$ cat config.mk
export PLATFORM = sky130hd
export DESIGN_NAME = lbgv_mul
export DESIGN_NICKNAME = d
export VERILOG_FILES = /design/src/sv/lbgv_mul.sv
export SDC_FILE = /design/constraint.sdc
export NUM_CORES = 2
export LEC_CHECK = 0
export BUFFER_PORTS_ARGS = -buffer_cell sky130_fd_sc_hd__buf_2
export CAP_MARGIN = 20
export CORE_ASPECT_RATIO = 1.1
export CORE_MARGIN = 2
export CORE_UTILIZATION = 45
export CTS_CLUSTER_SIZE = 8
export DETAILED_ROUTE_END_ITERATION = 7
export MAX_ROUTING_LAYER = met4
export SETUP_SLACK_MARGIN = 0.3
export SYNTH_ARGS = -nofsm -noshare
export SYNTH_HDL_FRONTEND = slang
export SYNTH_SLANG_ARGS = --single-unit
$ cat constraint.sdc
create_clock -name clk_i -period 11.4 [get_ports clk_i]
set_input_delay 2.28 -clock clk_i [delete_from_list [all_inputs] [get_ports clk_i]]
set_output_delay 2.28 -clock clk_i [all_outputs]
set_load 0.005 [all_outputs]
$ cat src/sv/lbgv_mul.sv
// Two-stage signed multiplier built from registered 33x33 partial products.
module lbgv_mul #(
  parameter int WA = 32,
  parameter int WB = 32,
  parameter int WR = 64
) (
  input  logic                 clk_i,
  input  logic                 en_i,
  input  logic signed [WA-1:0] a_i,
  input  logic signed [WB-1:0] b_i,
  output logic signed [WR-1:0] p_o
);

  localparam int NA = (WA + 31) / 32;
  localparam int NB = (WB + 31) / 32;

  logic signed [NA*32-1:0] a_x;
  logic signed [NB*32-1:0] b_x;
  logic signed [32:0]      a_c [NA];
  logic signed [32:0]      b_c [NB];
  logic signed [65:0]      pp_q [NA][NB];
  logic signed [WR-1:0]    sum_d;
  logic signed [WR-1:0]    p_q;

  assign a_x = (NA*32)'(a_i);
  assign b_x = (NB*32)'(b_i);

  always_comb begin
    for (int i = 0; i < NA; i++) begin
      if (i == NA - 1) begin
        a_c[i] = $signed({a_x[32*i+31], a_x[32*i +: 32]});
      end else begin
        a_c[i] = $signed({1'b0, a_x[32*i +: 32]});
      end
    end
    for (int j = 0; j < NB; j++) begin
      if (j == NB - 1) begin
        b_c[j] = $signed({b_x[32*j+31], b_x[32*j +: 32]});
      end else begin
        b_c[j] = $signed({1'b0, b_x[32*j +: 32]});
      end
    end
  end

  always_ff @(posedge clk_i) begin
    if (en_i) begin
      for (int i = 0; i < NA; i++) begin
        for (int j = 0; j < NB; j++) begin
          pp_q[i][j] <= a_c[i] * b_c[j];
        end
      end
    end
  end

  always_comb begin
    sum_d = '0;
    for (int i = 0; i < NA; i++) begin
      for (int j = 0; j < NB; j++) begin
        sum_d = sum_d + (WR'(pp_q[i][j]) <<< (32 * (i + j)));
      end
    end
  end

  always_ff @(posedge clk_i) begin
    if (en_i) begin
      p_q <= sum_d;
    end
  end

  assign p_o = p_q;

endmodule

**Word level (Yosys, flattened, before mapping)**

Memory sizes are Yosys's and may differ from the RTL's. A register that Yosys moved wholly into a read port is not among the register bits.
Cells that the tools add are included.
Widths: inputs -> output; s select.

- Register bits after elaboration: 0
- Latch bits: 0
- Memory bits (writable): 66
- Memory bits (read-only): 0
- Bits of input ports: 66
- Output and inout port bits: 64
- Word-level logic and storage cells: 4
- Memories: 1

- Add/sub/neg operators: 0
- $mul: 1
- Div/mod/pow operators: 0
- Order comparisons: 0
- Eq/ne operators: 0
- Shifts and indexed selects: 0
- Mux-type cells: 2
- Bitwise logic cells: 0
- Reduce and logical (&&, ||, !) cells: 0

Memory list:

| name | words | bits a word | read ports | clocked after Yosys merged registers in | wr ports | RTL line | RTL |
|---|---|---|---|---|---|---|---|
| pp_q | 1 | 66 | 1 | 1 | 1 | 21 | `logic signed [65:0] pp_q [NA][NB];` |

Operators by type and width:

| cell | count |
|---|---|
| $mul 32x32->64 | 1 |
| $mux 1 | 2 |

**Logic depth before layout (Yosys ltp)**

- Depth after elaboration: 2
- Gate-level depth with buffers: 29
- Depth with buffers taken out: 27

**Least setup slack after synthesis**

Ideal clock, no wire load.

- Path type: input to register
- From: input a_i[31]
- To: memory pp_q[0][59] (netlist bit), data pin
- Setup time: 0.259 ns
- Data arrival time: 9.421 ns
- Data required time: 11.141 ns
- Path slack: 1.719 ns
- Cell stages on the path: 27
- Path buffers: 2
- Cell sequence: clkbuf_1 nand2_1 inv_1 fa_1 inv_1 fa_1 inv_1 fa_1 fa_1 inv_1 fa_1 inv_1 fa_1 inv_1 fa_1 inv_1 fa_1 ha_1 clkbuf_1 and4_1 and2_1 a221o_1 a21o_1 o211a_1 o21a_1 nor2_1 xnor2_1

- Word-level cells in the longest chain between the ends: 1

RTL lines:

| element | RTL line | RTL |
|---|---|---|
| from (decl) | 9 | `input logic signed [WA-1:0] a_i,` |
| $mul 32x32->64 | 49 | `pp_q[i][j] <= a_c[i] * b_c[j];` |
| to (decl) | 21 |  |

Every way passes these cells.

**Worst setup path in the final report**

- From: input a_i[31]
- To: memory pp_q[0][64] (netlist bit), data pin

The elaborated chain is that of the path after synthesis.

==> run metrics <==
outcome=finished clean; CP max-delay cell=fa_1; Worst Path Required=11560 ps; Die W=288 µm; Post-CTS Hold Buffers=0; TritonCTS Buffers=17; CTS root buffer=clkbuf_16; Max-slew headroom=40.4%; HP Class=reg2reg; dpl ws=758 ps; Final setup viols=0; fill count=8368; Sink Count=128; Post-Syn Nets=5324; IO buf count=129; postcts setup bufs=0; Max FO, Critical Path=32; Residual DRC=0; Final TNS setup=0 ps; Yosys cell types=50; setup ws final=1170 ps; Max Cap Viol=0; multi-input logic area=31700 µm²; CTS tree=yes; crit path DAT=10390 ps; asr flop ratio synth=0%; Syn-to-layout area delta=5.35%; Final nets=5295; Final Slew Violations=0; DP HPWL=86200 µm; Syn Inst Count=3992; syn_area_per_cell=9.99 µm²; Final ANT Viol Nets=0; post-route clock period utilization=89.7%; gr usage total=25.2%; Max Fclk=97.8 MHz; Mapped Area=39900 µm²; Core ar.=87900 µm²; Reg area=3840 µm²; Primary FF master, synth=edfxtp_1; share of cells above drive strength 1=5.01%; remaining global-route overflow=0; fin cells=5139; reg2reg setup slack=10700 ps; Seq/Total Area, Yosys=9.64%; vias after detailed routing=26600; Post-synth EDFFs=128; Hold Vio Cnt, Final=0; RSZ-0062 raised after global routing=no; Worst Path Buf+Inv=8; Die Y=316 µm; Routed WL per cell=20.4 µm; register bit total from synthesis=128; Final min period=10230 ps; slowest cell delay on critical path=850 ps; die area=91000 µm²; Ys Warns=0; vias per cell=5.18; largest net degree at the start of global routing=75; Hold WS=415 ps; clk_lat worst skew=410 ps; first-pass GRT wire length=169000 µm; Max Root-Sink Buffers=2; DRT iter0 DRCs=1362; crit path launch type=input pin; WL final=105000 µm; drt pass-1 iters=5; most used cell, CP=fa_1; vias in the first global route=29800; Worst Tran Pin Value=894 ps; H-tree levels=4; Rows=114; Layout Skew=7.32 ps; delay-heaviest family, CP=adder cells; initial antenna violation count=3; Worst-path clk slew=60 ps; RD Place Congestion=0.916; Initial Util=45.4%; Setup CP Type=in2reg; PostCTS Resize Cnt=0; Inst Count DP=5104; Setup crit end kind=flip-flop; Ports=130
==> metrics by stage <==
| step | cell area, µm² | util, % |
|---|---|---|
| 3_5_place_dp | 41400 | 47.2 |
| 2_1_floorplan | 39900 | - |
| 6_report | 42000 | 47.8 |
| 4_1_cts | 42000 | 47.8 |
| 5_1_grt | 42000 | 47.8 |
| 3_3_place_gp | 41400 | 47.2 |
==> layout by cell type, fill, tap and decap left out, types with 3 or more instances in the layout <==
master and count:
nor4_1 4, clkinv_2 3, nor2_1 58, buf_4 32, o21bai_1 12, nand3_1 13
and3_1 4, xnor2_1 52, or3_1 3, clkinv_1 3, o21ai_1 7, nand2b_1 13
o21a_1 7, xor2_1 19, and2_1 519, nor2b_1 4, o211ai_1 5, nor3_1 10
a311oi_1 3, a21oi_1 73, inv_1 947, buf_2 128, a211oi_1 5, o21ai_0 39
edfxtp_1 128, clkbuf_16 17, clkinvlp_4 3, ha_1 184, diode_2 3, nand2_1 521
nand4_1 10, a221o_1 3, a21o_1 23, a31oi_1 5, fa_1 1082
==> layer usage <==
metal / global-route usage [%] / vias to the layer above / share of wire (%)
li1: - / 11500 / -
met1: 29.3 / 14300 / 37
met2: 45.2 / 656 / 55
met3: 2.40 / 183 / 3.5
met4: 9.19 / 0 / 4.4
met5: - / - / 0
==> flip-flops by register name (all words and copies together) (netlist names) <==
register / flops
p_o: 64
pp_q: 64
==> cell type report <==
type | instances | area share, %
multi-input cells | 2708 | 75.4
flip-flops and latches | 128 | 9.15
inverters | 947 | 8.46
well taps | 1160 | 3.45
repair buffers | 161 | 2.12
clock buffers | 17 | 1.01
clock inverters | 15 | 0.342
diodes | 3 | 0.0179
==> cells in the mapped netlist (7+ instances only) <==
cell,n,area share (%)
a21oi_1,73,0.92
nor2_1,58,0.55
nand2b_1,13,0.20
o21ai_1,7,0.088
nor3_1,10,0.13
o21ai_0,39,0.49
clkbuf_1,208,2.0
nand4_1,10,0.16
nand2_1,521,4.9
a21o_1,23,0.43
xnor2_1,52,1.1
fa_1,1082,54
o21bai_1,12,0.23
xor2_1,19,0.42
nand3_1,13,0.16
edfxtp_1,128,9.6
ha_1,184,5.8
and2_1,519,8.1
o21a_1,7,0.13
inv_1,947,8.9
==> path summary, 6_finish.rpt <==
check              start           to  depth (start not counted)
max              a_i[31]  pp_q[0][64]                         27
min          pp_q[0][26]      p_o[26]                          0
max reg2reg  pp_q[0][54]      p_o[54]                          0
min reg2reg  pp_q[0][26]      p_o[26]                          0
==> cell families after synthesis <==
| family | after synthesis | share of synthesized area (%) |
|---|---|---|
| adders and majority gates | 1266 | 60.1 |
| xor gates and xnor gates | 71 | 1.56 |
| AOI/OAI and AO/OA | 205 | 3.22 |
| buffers and inverters | 1156 | 10.9 |
| and+or+nand+nor | 1166 | 14.6 |
| DFF | 128 | 9.64 |
Power is not shown: default switching activity piles up to over one toggle a cycle in this logic, so the estimate is an artifact.
